[src/rtl/owspi_pkg.sv]
// Shared constants and types for the 1-Wire-over-SPI slot master.
package owspi_pkg;

    // Slot counts of the reset/presence sequence and of byte reads and writes
    localparam logic [3:0] LOW_BYTES    = 4'd8;
    localparam logic [3:0] SAMPLE_BYTES = 4'd4;
    localparam logic [3:0] DATA_SLOTS   = 4'd8;

    // Item kinds carried on s_tuser
    localparam logic [1:0] MODE_RESET = 2'd0;
    localparam logic [1:0] MODE_READ  = 2'd1;
    localparam logic [1:0] MODE_WRITE = 2'd2;
    localparam logic [1:0] MODE_REPLY = 2'd3;

    // Operation phase codes
    localparam logic [1:0] OP_RESET_LOW    = 2'd0;
    localparam logic [1:0] OP_READ         = 2'd1;
    localparam logic [1:0] OP_WRITE        = 2'd2;
    localparam logic [1:0] OP_RESET_SAMPLE = 2'd3;

    // SPI bytes that shape the bus slots
    localparam logic [7:0] SLOT_LOW  = 8'h00;
    localparam logic [7:0] SLOT_ONE  = 8'h7F;
    localparam logic [7:0] SLOT_HIGH = 8'hFF;
    localparam logic [5:0] READ_ONES = 6'h3F;

    localparam int RESULT_BITS = 19;
    localparam int TDATA_OUT_W = 24;

    typedef struct packed {
        logic       busy_res;
        logic [7:0] result_byte;
        logic       done_res;
        logic [7:0] tx_byte;
        logic       tx_valid;
    } result_t;

endpackage

[src/rtl/owspi_core.sv]
// Operation sequencer: state registers and next-result logic per transfer.
module owspi_core
    import owspi_pkg::*;
(
    input  logic        aclk,
    input  logic        aresetn,
    input  logic        accept,
    input  logic [1:0]  mode,
    input  logic [7:0]  value,
    output result_t     result
);

    logic [1:0] operation_reg, operation_next;
    logic [3:0] slot_count_reg, slot_count_next;
    logic [7:0] shift_data_reg, shift_data_next;
    logic       active_reg, active_next;
    logic [7:0] shifted;

    assign shifted = {1'b0, shift_data_reg[7:1]};

    always_comb begin
        operation_next  = operation_reg;
        slot_count_next = slot_count_reg;
        shift_data_next = shift_data_reg;
        active_next     = active_reg;
        result          = '0;
        unique case (mode)
            MODE_RESET: begin
                operation_next  = OP_RESET_LOW;
                slot_count_next = 4'd1;
                shift_data_next = '0;
                active_next     = 1'b1;
                result.tx_valid = 1'b1;
                result.tx_byte  = SLOT_LOW;
            end
            MODE_READ: begin
                operation_next  = OP_READ;
                slot_count_next = 4'd1;
                shift_data_next = '0;
                active_next     = 1'b1;
                result.tx_valid = 1'b1;
                result.tx_byte  = SLOT_ONE;
            end
            MODE_WRITE: begin
                operation_next  = OP_WRITE;
                slot_count_next = 4'd1;
                shift_data_next = value;
                active_next     = 1'b1;
                result.tx_valid = 1'b1;
                result.tx_byte  = value[0] ? SLOT_ONE : SLOT_LOW;
            end
            default: begin
                if (active_reg) begin
                    unique case (operation_reg)
                        OP_RESET_LOW: begin
                            result.tx_valid = 1'b1;
                            if (slot_count_reg < LOW_BYTES) begin
                                result.tx_byte  = SLOT_LOW;
                                slot_count_next = slot_count_reg + 4'd1;
                            end else begin
                                result.tx_byte  = SLOT_HIGH;
                                operation_next  = OP_RESET_SAMPLE;
                                slot_count_next = 4'd1;
                                shift_data_next = '0;
                            end
                        end
                        OP_RESET_SAMPLE: begin
                            // a pulled-low reply counts as one presence sample
                            shift_data_next = shift_data_reg + {7'd0, (value == 8'h00)};
                            if (slot_count_reg >= SAMPLE_BYTES) begin
                                result.done_res    = 1'b1;
                                result.result_byte = shift_data_next;
                                active_next        = 1'b0;
                            end else begin
                                result.tx_valid = 1'b1;
                                result.tx_byte  = SLOT_HIGH;
                                slot_count_next = slot_count_reg + 4'd1;
                            end
                        end
                        OP_READ: begin
                            shift_data_next = {(value[5:0] == READ_ONES), shift_data_reg[7:1]};
                            if (slot_count_reg >= DATA_SLOTS) begin
                                result.done_res    = 1'b1;
                                result.result_byte = shift_data_next;
                                active_next        = 1'b0;
                            end else begin
                                result.tx_valid = 1'b1;
                                result.tx_byte  = SLOT_ONE;
                                slot_count_next = slot_count_reg + 4'd1;
                            end
                        end
                        OP_WRITE: begin
                            shift_data_next = shifted;
                            if (slot_count_reg >= DATA_SLOTS) begin
                                result.done_res = 1'b1;
                                active_next     = 1'b0;
                            end else begin
                                result.tx_valid = 1'b1;
                                result.tx_byte  = shifted[0] ? SLOT_ONE : SLOT_LOW;
                                slot_count_next = slot_count_reg + 4'd1;
                            end
                        end
                        default: begin
                            operation_next = operation_reg;
                        end
                    endcase
                end
            end
        endcase
        result.busy_res = active_next;
    end

    always_ff @(posedge aclk) begin
        if (!aresetn) begin
            operation_reg  <= OP_RESET_LOW;
            slot_count_reg <= '0;
            shift_data_reg <= '0;
            active_reg     <= 1'b0;
        end else if (accept) begin
            operation_reg  <= operation_next;
            slot_count_reg <= slot_count_next;
            shift_data_reg <= shift_data_next;
            active_reg     <= active_next;
        end
    end

endmodule

[src/rtl/onewire_over_spi_slot_master_unit.sv]
// Top level: 1-Wire master that turns SPI byte replies into the next bus slot.
//
// Input channel (s_): s_tuser selects the item kind: start reset/presence,
// start byte read, start byte write, or an SPI byte returned by the link.
// s_tdata carries the byte to write or the byte received.
// Result channel (m_): exactly one result per input transfer, carrying the
// next SPI byte to send (with its valid flag), the done flag, the read byte
// or presence count, and the busy flag.
// Each result is registered in the output stage described below.
// Throughput: one transfer per cycle while s_tready is high, set by the
// combinational sequencer update between input handshake and output stage.
// A two-entry output stage (output register plus skid register) lets the
// block take a new transfer while a result waits; s_tready drops only when
// both entries are full because the receiver stalled.
// Reset (aresetn low, synchronous) makes the sequencer idle and empties the
// output stage. A reply arriving while idle yields an all-zero result; a
// start while busy abandons the running operation.
module onewire_over_spi_slot_master_unit
    import owspi_pkg::*;
(
    input  logic                   aclk,
    input  logic                   aresetn,
    input  logic                   s_tvalid,
    output logic                   s_tready,
    input  logic [7:0]             s_tdata,   // [7:0] value
    input  logic [1:0]             s_tuser,   // [1:0] mode
    output logic                   m_tvalid,
    input  logic                   m_tready,
    // [0] tx_valid, [8:1] tx_byte, [9] done_res, [17:10] result_byte,
    // [18] busy_res, [23:19] zero
    output logic [TDATA_OUT_W-1:0] m_tdata
);

    result_t new_result;
    result_t out_data_reg;
    result_t skid_data_reg;
    logic    out_valid_reg;
    logic    skid_valid_reg;
    logic    accept;
    logic    out_take;

    assign s_tready = ~skid_valid_reg;
    assign accept   = s_tvalid & s_tready;
    assign out_take = out_valid_reg & m_tready;

    owspi_core u_core (
        .aclk    (aclk),
        .aresetn (aresetn),
        .accept  (accept),
        .mode    (s_tuser),
        .value   (s_tdata),
        .result  (new_result)
    );

    always_ff @(posedge aclk) begin
        if (!aresetn) begin
            out_valid_reg  <= 1'b0;
            skid_valid_reg <= 1'b0;
        end else if (skid_valid_reg) begin
            if (out_take) begin
                skid_valid_reg <= 1'b0;
            end
        end else if (accept) begin
            if (!out_valid_reg || out_take) begin
                out_valid_reg <= 1'b1;
            end else begin
                skid_valid_reg <= 1'b1;
            end
        end else if (out_take) begin
            out_valid_reg <= 1'b0;
        end
    end

    always_ff @(posedge aclk) begin
        if (skid_valid_reg) begin
            if (out_take) begin
                out_data_reg <= skid_data_reg;
            end
        end else if (accept) begin
            if (!out_valid_reg || out_take) begin
                out_data_reg <= new_result;
            end else begin
                skid_data_reg <= new_result;
            end
        end
    end

    assign m_tvalid = out_valid_reg;
    assign m_tdata  = {{(TDATA_OUT_W - RESULT_BITS){1'b0}}, out_data_reg};

    // skid entry only fills behind a held output entry
    a_skid_behind_out: assert property (@(posedge aclk) disable iff (!aresetn)
        skid_valid_reg |-> out_valid_reg)
        else $error("skid entry valid with empty output register");

    // no SPI byte value without a send request
    a_tx_byte_zero: assert property (@(posedge aclk) disable iff (!aresetn)
        (m_tvalid && !m_tdata[0]) |-> (m_tdata[8:1] == 8'h00))
        else $error("tx_byte nonzero while tx_valid low");

    // a completed operation is no longer busy and sends nothing more
    a_done_idle: assert property (@(posedge aclk) disable iff (!aresetn)
        (m_tvalid && m_tdata[9]) |-> (!m_tdata[18] && !m_tdata[0]))
        else $error("done result still busy or sending");

    // a full output stage followed by a take frees the input side
    a_skid_drain: assert property (@(posedge aclk) disable iff (!aresetn)
        (skid_valid_reg && m_tready) |=> s_tready)
        else $error("skid entry did not drain after output transfer");

endmodule

[config.mk]
export PLATFORM = sky130hd
export DESIGN_NAME = onewire_over_spi_slot_master_unit
export DESIGN_NICKNAME = d
export VERILOG_FILES = /design/src/rtl/owspi_pkg.sv /design/src/rtl/owspi_core.sv /design/src/rtl/onewire_over_spi_slot_master_unit.sv
export SDC_FILE = /design/constraint.sdc
export NUM_CORES = 1
export LEC_CHECK = 0
export ABC_CLOCK_PERIOD_IN_PS = 2840
export BUFFER_PORTS_ARGS = -buffer_cell sky130_fd_sc_hd__buf_2
export CORE_ASPECT_RATIO = 1.4
export CORE_MARGIN = 1.5
export CORE_UTILIZATION = 58
export CTS_BUF_LIST = sky130_fd_sc_hd__clkbuf_8
export DETAILED_ROUTE_END_ITERATION = 10
export PLACE_DENSITY = 0.89
export SLEW_MARGIN = 40
export SYNTH_ARGS = -nofsm -noshare
export SYNTH_HDL_FRONTEND = slang
export SYNTH_HIERARCHICAL = 1
export SYNTH_SLANG_ARGS = --single-unit
[constraint.sdc]
create_clock -name aclk -period 2.84 [get_ports aclk]
set_input_delay 0.568 -clock aclk [delete_from_list [all_inputs] [get_ports aclk]]
set_output_delay 0.568 -clock aclk [all_outputs]
set_load 0.01 [all_outputs]
==> impl_metrics.csv, run 1 <==
group,metric,value,unit
worst_setup_path,reg2reg_to,"m_tdata[4]",
grt,grt_overflow,0,
floorplanning,core_area,5160,um^2
floorplanning,io_pins,40,
clock_tree,cts_resized,0,
clock_tree,root_buffer,"clkbuf_8",
min_path,hold_class,"in -> reg",
timing,rsz0062_at_grt,"false",
worst_setup_path,critPathCapture,"m_tdata[14]",
yosys,syn_avg_cell_area,11.0,um^2
worst_setup_path,critPathKind,"in -> reg",
timing,timing.final.max_slew_violations,0,
pwr,p_int,1.21,mW
pwr,switching_power,454,uW
grt,grt_max_degree,25,
placed_design,port_buffers,34,
final_layout,nets,339,
timing,tns,0,ns
yosys,synthTopCellsByArea,"edfxtp_1 (37%), dfxtp_1 (11%), mux2_2 (6.9%), ha_1 (5.2%), buf_4 (4.8%)",
clock_tree,numCtsBuffers,5,
pwr,peakVddDrop,0.000265,V
status,outcome,"completed",
clock_tree,worst_skew_pair.late_latency,0.31,ns
timing,slew_headroom,54.7,%
worst_setup_path,worstSetupStartpointType,"primary input",
worst_setup_path,worstPathRequired,2.91,ns
floorplanning,fp.dieArea,5820,um^2
clock_tree,clk_pin_slew,0.10,ns
timing,skew,0.00760,ns
pwr,combPwrFrac,16.5,%
routing,routed_wl,5710,um
clock_tree,cts_tree,"done",
timing,tightest_slew,0.679,ns
placed_design,gp_congestion,0.885,
yosys,ys.flop_type,"edfxtp_1",
timing,min_period,2.44,ns
yosys,synth_top_area_share,36.7,%
grt,grt_use_total,21.0,%
final_layout,drive_above_1_share,28.8,%
floorplanning,die_y,89.6,um
worst_setup_path,crit_path_end_kind,"flop",
pwr,p_seq_share,57.4,%
grt,grt_antenna_before_repair,0,
final_layout,nFillCells,427,
timing,setup_violations,0,
timing,final-hold-violation-count,0,
timing,max_freq,410,MHz
worst_setup_path,crit_arrival,2.51,ns
worst_setup_path,rrSetupSlack,0.72,ns
grt,grt_pass1_wl,9450,um
pwr,power_frac_clock,26.1,%
final_layout,layout-area-overhead-vs-synth,8.89,%
yosys,ys_types,63,
routing,wire_per_inst,15.1,um
yosys,post-synth-top-count-cell,"edfxtp_1",
grt,grt_pass1_vias,2034,
worst_setup_path,critPathLaunch,"s_tdata[5]",
pwr,p_sw_share,27.3,%
job,maxCapViolCount,0,
yosys,yosysWarnings,6,
timing,fin_crit_sh,85.9,%
yosys,ys_ff_latch,55,
yosys,netlist.top_cell.by_area,"edfxtp_1",
clock_tree,cts_max_path_buffers,2,
yosys,seq_area_frac_synth,47.6,%
routing,vias,2282,
clock_tree,post-cts-setup-buffers,0,
worst_setup_path,r2r-start,"u_core/operation_reg[1]",
final_layout,multi_input_area,1430,um^2
worst_setup_path,worst-path-max-fanout,4,
yosys,synth-edff-count,38,
final_layout,seq_area,1480,um^2
clock_tree,cts_hold_buffers,0,
final_layout,diodes,0,
pwr,p_leak,1.28,nW
pwr,powerDensity,491,nW/um^2
routing,antenna_left,0,
floorplanning,row_count,31,
routing,dr.pass1.iters,5,
yosys,yosys-top-cells-count,"edfxtp_1 (38), buf_4 (20), a21oi_1 (19), mux2_2 (19), nand2_1 (18)",
floorplanning,chipWidth,64.9,um
worst_setup_path,reg2reg_depth,7,
final_layout,fin_area,3390,um^2
placed_design,dpl_cell_area,3290,um^2
routing,drc,0,
yosys,syn_inst,282,
floorplanning,initial_utilization,60.3,%
routing,detail_route.iter0.violations,149,
yosys,async_reset_ff_share,0,%
clock_tree,cts-htree-levels,2,
routing,avgViaCountPerCell,6.02,
placed_design,hpwl,4240,um
yosys,syn_area,3110,um^2
clock_tree,cts_sinks,55,
cell usage in the layout, fill, tap and decap left out, types with 3 or more instances in the layout:
cell type / count
ha_1: 13
edfxtp_1: 38
mux2_2: 19
conb_1: 5
nand3_1: 8
inv_1: 13
clkbuf_8: 5
a21oi_1: 18
dfxtp_1: 17
and2_1: 3
buf_4: 11
nand2_1: 18
a22oi_1: 6
nor2_1: 13
o21ai_0: 8
o21a_1: 6
a211oi_1: 8
buf_2: 34
nor3_1: 4
layer usage:
layer  track usage, %  wire [um]
met5                0          0
met4             9.28        115
met3             3.24        366
met2             35.4       2900
met1             27.0       2330
layout make-up:
class                      instances  share of cell area (%)
sequential                        55                    43.8
clock inverter                     3                   0.665
clock buffer                       5                    2.03
timing repair buffer              45                    7.46
inverter                          14                    1.55
multi-input combinational        191                    42.1
tap                               66                    2.44
power groups by stage:
| stage | combinational (mW) | clock (mW) | sequential, mW |
|---|---|---|---|
| after global placement | 0.265 | 0 | 0.969 |
| after floorplan | 0.207 | 0 | 0.972 |
| after detailed placement | 0.274 | 0 | 0.971 |
| after global routing | 0.302 | 0.477 | 0.961 |
| final | 0.275 | 0.434 | 0.954 |
| after CTS | 0.275 | 0.446 | 0.953 |
worst min path at each step:
stage               depth (start not counted)                startpoint                       end  slack (ns)
detailed placement                          2  u_core/shift_data_reg[0]  u_core/shift_data_reg[0]        0.52
CTS                                         2                  m_tready            skid_valid_reg        0.47
global placement                            2  u_core/shift_data_reg[0]  u_core/shift_data_reg[0]        0.52
floorplan                                   2  u_core/slot_count_reg[2]  u_core/slot_count_reg[2]        0.49
global route                                2                  m_tready            skid_valid_reg        0.48
finish                                      2                  m_tready            skid_valid_reg        0.47
stage by stage:
step           utilization, %  instances  setup WS (ns)  power [mW]  hold slack, ns
3_3_place_gp             63.7        371          0.104        1.23           0.517
3_5_place_dp             63.9        371         0.0727        1.24           0.520
2_1_floorplan               -        286          0.254        1.18           0.491
6_report                 65.6        379          0.400        1.66           0.472
4_1_cts                  65.6        379          0.406        1.67           0.469
5_1_grt                  65.6        379          0.248        1.74           0.476
logic make-up after synthesis:
family,count (synthesis),synth area share [%]
DFF,55,47.6
and+or+nand+nor,76,13.8
other,1,0.121
xor gates and xnor gates,3,0.845
AOI/OAI and AO/OA,74,17.8
adders and majority gates,13,5.23
buffers and inverters,40,7.32
muxes,20,7.20
critical path: stages:
cell	delay [ns]
buf_2	0.11
or4_1	0.51
nor2_1	0.12
ha_1	0.17
ha_1	0.22
nand3_1	0.11
xnor2_1	0.17
a22oi_1	0.18
nor2_1	0.07
mux2_2	0.28
Power figures use the tool's default switching activity.
==> inputs of run 2 (changes only) <==
CORE_UTILIZATION = 39   (was 58)
PLACE_DENSITY = 0.67   (was 0.89)
==> run 2 against run 1 <==
  * Utilization shrank 22 points
  * Design area increased by 0.89%
  * Final cell count rose by 7.9%
  * Total power grew 5.7%
  * Wire length grew 8.7%
  * Register-to-register slack is essentially flat
  * Clock skew up 0.00060 ns
  * Worst setup slack worse by 0.077 ns
  * Critical path depth did not move
  * Highest routed layer unchanged
==> impl_metrics.csv, run 2 (synthesized netlist as in run 1, its figures left out) <==
group,metric,value,unit
status,outcome,"completed",
clock_tree,numCtsBuffers,5,
timing,rsz0062_at_grt,"false",
routing,routed_wl,6200,um
timing,final-hold-violation-count,0,
placed_design,hpwl,4520,um
routing,antenna_left,0,
floorplanning,chipWidth,78.5,um
timing,skew,0.00820,ns
worst_setup_path,worstPathRequired,2.91,ns
final_layout,layout_commonest_cell,"edfxtp_1",
placed_design,gp_congestion,0.842,
pwr,switching_power,461,uW
timing,slew_headroom,55.5,%
final_layout,nFillCells,723,
routing,detail_route.iter0.violations,112,
pwr,p_seq_share,54.3,%
final_layout,multi_input_area,1420,um^2
grt,grt_max_degree,25,
timing,tns,0,ns
worst_setup_path,r2r-start,"u_core/operation_reg[0]",
min_path,holdPathStages,2,
routing,vias,2224,
final_layout,nets,335,
clock_tree,post-cts-setup-buffers,0,
routing,avgViaCountPerCell,5.44,
timing,tightest_slew,0.665,ns
job,maxCapViolCount,0,
grt,grt_use_total,15.3,%
floorplanning,die_y,109,um
pwr,p_leak,1.27,nW
final_layout,drive_above_1_share,27.5,%
worst_setup_path,rrSetupSlack,0.73,ns
timing,setup_violations,0,
clock_tree,cts_hold_buffers,0,
timing,timing.final.max_slew_violations,0,
worst_setup_path,crit_arrival,2.58,ns
routing,drc,0,
min_path,holdPathEnd,"skid_valid_reg",
clock_tree,cts_max_path_buffers,2,
worst_setup_path,critical_path.top_delay_family,"simple AND/OR/NAND/NOR gates",
floorplanning,row_count,38,
worst_setup_path,worst-path-max-fanout,4,
placed_design,dpl_worst_slack,0.0380,ns
clock_tree,cts_resized,0,
pwr,p_sw_share,26.2,%
clock_tree,worst_skew_pair.late_latency,0.31,ns
placed_design,port_buffers,34,
grt,grt_antenna_before_repair,0,
timing,min_period,2.52,ns
worst_setup_path,reg2reg_depth,7,
routing,dr.pass1.iters,4,
clock_tree,root_buffer,"clkbuf_8",
worst_setup_path,critPathKind,"in -> reg",
pwr,p_int,1.30,mW
worst_setup_path,path_cells,"buf_2, or4_1, nor2_1, ha_1, ha_1, nand3_1, xnor2_1, a22oi_1, nor2_1, mux2_2",
worst_setup_path,critPathSlowestCell,"or4_1",
clock_tree,clk_pin_slew,0.10,ns
worst_setup_path,crit_path_end_kind,"flop",
final_layout,layout_common_cells,"edfxtp_1 (38), buf_2 (34), mux2_2 (19)",
timing,max_freq,397,MHz
clock_tree,cts_sinks,55,
floorplanning,initial_utilization,40.1,%
routing,wire_per_inst,15.2,um
min_path,hold_class,"in -> reg",
floorplanning,core_area,7750,um^2
floorplanning,io_pins,40,
grt,grt_pass1_wl,10200,um
pwr,power_frac_clock,30.0,%
pwr,combPwrFrac,15.7,%
final_layout,diodes,0,
worst_setup_path,reg2reg_to,"m_tdata[1]",
worst_setup_path,worstSetupStartpointType,"primary input",
grt,grt_pass1_vias,2089,
grt,grt_overflow,0,
final_layout,seq_area,1480,um^2
timing,finalWorstSetupSlack,0.323,ns
pwr,powerDensity,514,nW/um^2
placed_design,dp_cells,401,
final_layout,fin_cells,409,
worst_setup_path,worst_path_largest_cell_delay,0.53,ns
min_path,hp-start,"m_tready",
timing,fin_crit_sh,88.6,%
clock_tree,cts_tree,"done",
clock_tree,cts-htree-levels,2,
final_layout,layout-area-overhead-vs-synth,9.86,%
pwr,peakVddDrop,0.000244,V
worst_setup_path,path_buf_inv,1,
floorplanning,fp.dieArea,8520,um^2
==> run 2: power by group through the flow <==
stage	clock network (mW)	logic (mW)	registers, mW
6_report	0.528	0.276	0.953
5_1_grt	0.576	0.305	0.959
4_1_cts	0.548	0.277	0.952
3_5_place_dp	0	0.277	0.971
3_3_place_gp	0	0.271	0.969
2_1_floorplan	0	0.207	0.972
==> run 2: area by class of cell <==
class | count | share of cell area, %
repair buffers | 41 | 6.52
well taps | 100 | 3.66
clock inverters | 3 | 1.36
flip-flops and latches | 55 | 43.4
multi-input cells | 191 | 41.5
inverters | 14 | 1.54
clock buffers | 5 | 2.01
==> run 2: layer usage <==
layer  track usage (%)  vias to the layer above  wire length [um]
li1                  -                     1089                 -
met1              18.2                     1057              2650
met5                 0                        -                 0
met4              7.53                        0               145
met2              26.9                       69              3170
met3              2.34                        9               238
==> run 2: through the flow <==
step                      total power [mW]  instance area [um^2]  utilization [%]  hold slack (ns)
after floorplan                       1.18                  3120                -            0.491
after global placement                1.24                  3300             42.6            0.517
after detailed placement              1.25                  3300             42.6            0.522
after CTS                             1.78                  3420             44.1            0.456
after global routing                  1.84                  3420             44.1            0.467
final                                 1.76                  3420             44.1            0.465
==> run 2: worst max path at each step <==
stage	depth (start not counted)	from	slack, ns	endpoint
6_report	10	s_tdata[5]	0.32	m_tdata[14]
2_1_floorplan	9	s_tdata[5]	0.25	m_tdata[14]
5_1_grt	10	s_tdata[0]	0.22	m_tdata[14]
3_5_place_dp	10	s_tdata[5]	0.04	m_tdata[14]
3_3_place_gp	10	s_tdata[5]	0.12	m_tdata[14]
4_1_cts	10	s_tdata[5]	0.37	m_tdata[14]
==> inputs of run 3 (changes only) <==
CORE_UTILIZATION = 51   (was 39)
PLACE_DENSITY = 0.81   (was 0.67)
==> run 3 against run 2 <==
  * Combinational power is essentially flat
  * Critical path depth unchanged
  * Total power decreased by 5.5%
  * Hold slack got worse by 0.0013 ns
  * Sequential power is essentially flat
  * Fmax is 1.9% higher
  * Register-to-register slack barely moved
  * Die area shrank 23%
  * Non-clock buffer count rose by 1
==> impl_metrics.csv, run 3 (synthesized netlist as in run 1, its figures left out) <==
group,metric,value,unit
final_layout,diodes,0,
final_layout,drive_above_1_share,27.7,%
routing,drc,0,
worst_setup_path,critPathKind,"in -> reg",
pwr,combPwrFrac,16.6,%
worst_setup_path,worst-path-max-fanout,4,
clock_tree,cts_tree,"done",
placed_design,hpwl,4510,um
grt,grt_antenna_before_repair,0,
timing,slew_headroom,57.9,%
clock_tree,cts_resized,0,
timing,rsz0062_at_grt,"false",
routing,wire_per_inst,16.5,um
pwr,p_seq_share,57.5,%
clock_tree,post-cts-setup-buffers,0,
timing,tightest_slew,0.628,ns
pwr,p_int,1.21,mW
routing,detail_route.iter0.violations,177,
clock_tree,clk_pin_slew,0.09,ns
status,outcome,"completed",
pwr,switching_power,453,uW
grt,grt_use_total,20.6,%
worst_setup_path,worstPathRequired,2.90,ns
final_layout,nets,336,
routing,antenna_left,0,
routing,avgViaCountPerCell,5.99,
placed_design,port_buffers,34,
timing,final-hold-violation-count,0,
pwr,powerDensity,494,nW/um^2
clock_tree,numCtsBuffers,5,
floorplanning,fp.dieArea,6580,um^2
min_path,hold_class,"in -> reg",
final_layout,layout_commonest_cell,"edfxtp_1",
routing,vias,2278,
grt,grt_pass1_wl,10300,um
placed_design,gp_congestion,0.915,
timing,setup_violations,0,
clock_tree,worst_skew_pair.late_latency,0.31,ns
floorplanning,die_y,95.4,um
pwr,p_leak,1.27,nW
final_layout,layout_common_cells,"edfxtp_1 (38), buf_2 (34), mux2_2 (19)",
clock_tree,root_buffer,"clkbuf_8",
timing,fin_crit_sh,87.0,%
pwr,total_power,1.66,mW
clock_tree,cts_sinks,55,
timing,skew,0.00730,ns
worst_setup_path,crit_path_end_kind,"flop",
timing,tns,0,ns
worst_setup_path,worstSetupStartpointType,"primary input",
clock_tree,cts-htree-levels,2,
floorplanning,initial_utilization,53.0,%
routing,dr.pass1.iters,5,
floorplanning,core_area,5860,um^2
worst_setup_path,crit_arrival,2.53,ns
floorplanning,row_count,33,
grt,grt_overflow,0,
timing,timing.final.max_slew_violations,0,
routing,routed_wl,6260,um
final_layout,layout-area-overhead-vs-synth,8.13,%
pwr,p_sw_share,27.3,%
pwr,peakVddDrop,0.000266,V
clock_tree,cts_hold_buffers,0,
floorplanning,io_pins,40,
pwr,power_frac_clock,25.9,%
timing,max_freq,405,MHz
floorplanning,chipWidth,69.0,um
grt,grt_max_degree,25,
clock_tree,cts_max_path_buffers,2,
timing,holdWs,0.464,ns
timing,min_period,2.47,ns
job,maxCapViolCount,0,
grt,grt_pass1_vias,2125,
[run 3: changes by cell type in the layout (fill, tap and decap cells not counted)]
cell / change
clkinvlp_4: -1
buf_4: +1
clkinv_4: +1
clkinv_2: +1
bufinv_16: -1
[run 3: path summary, 6_finish.rpt]
kind	from	endpoint	slack (ns)	cells past startpoint
worst min register to register	u_core/slot_count_reg[2]	u_core/slot_count_reg[2]	0.54	2
worst min-delay path	m_tready	skid_valid_reg	0.46	2
worst max register to register	u_core/operation_reg[0]	m_tdata[3]	0.74	7
worst max-delay path	s_tdata[5]	m_tdata[14]	0.37	10
[run 3: final cells by class]
class                      instances  area, um^2
clock buffer                       5        68.8
clock inverter                     3        22.5
fill                             526        2500
inverter                          14        52.6
multi-input combinational        191        1420
sequential                        55        1480
tap                               70        87.6
timing repair buffer              42         230
[run 3: power groups by stage]
stage          Combinational (mW)  Sequential (mW)  Clock (mW)
5_1_grt                     0.305            0.962       0.475
6_report                    0.275            0.955       0.430
3_5_place_dp                0.275            0.972           0
4_1_cts                     0.276            0.954       0.446
2_1_floorplan               0.207            0.972           0
3_3_place_gp                0.265            0.969           0
[run 3: critical path, stage by stage]
cell,delay (ns)
buf_2,0.11
or4_1,0.52
nor2_1,0.12
ha_1,0.17
ha_1,0.23
nand3_1,0.11
xnor2_1,0.16
a22oi_1,0.17
nor2_1,0.07
mux2_2,0.28
[run 3: per-stage QoR]
| step | cells | setup slack, ns | util [%] | cell area [um^2] |
|---|---|---|---|---|
| 2_1_floorplan | 286 | 0.254 | - | 3120 |
| 3_3_place_gp | 372 | 0.0999 | 55.8 | 3270 |
| 3_5_place_dp | 372 | 0.0501 | 55.8 | 3270 |
| 4_1_cts | 380 | 0.380 | 57.3 | 3360 |
| 5_1_grt | 380 | 0.274 | 57.3 | 3360 |
| 6_report | 380 | 0.369 | 57.3 | 3360 |
[run 3: layer usage]
metal	vias to the layer above	share of wire (%)	track usage (%)
li1	1092	-	-
met1	1105	44	27.6
met2	66	49	33.2
met3	15	4.2	2.83
met4	0	2.5	8.17
met5	-	0	0
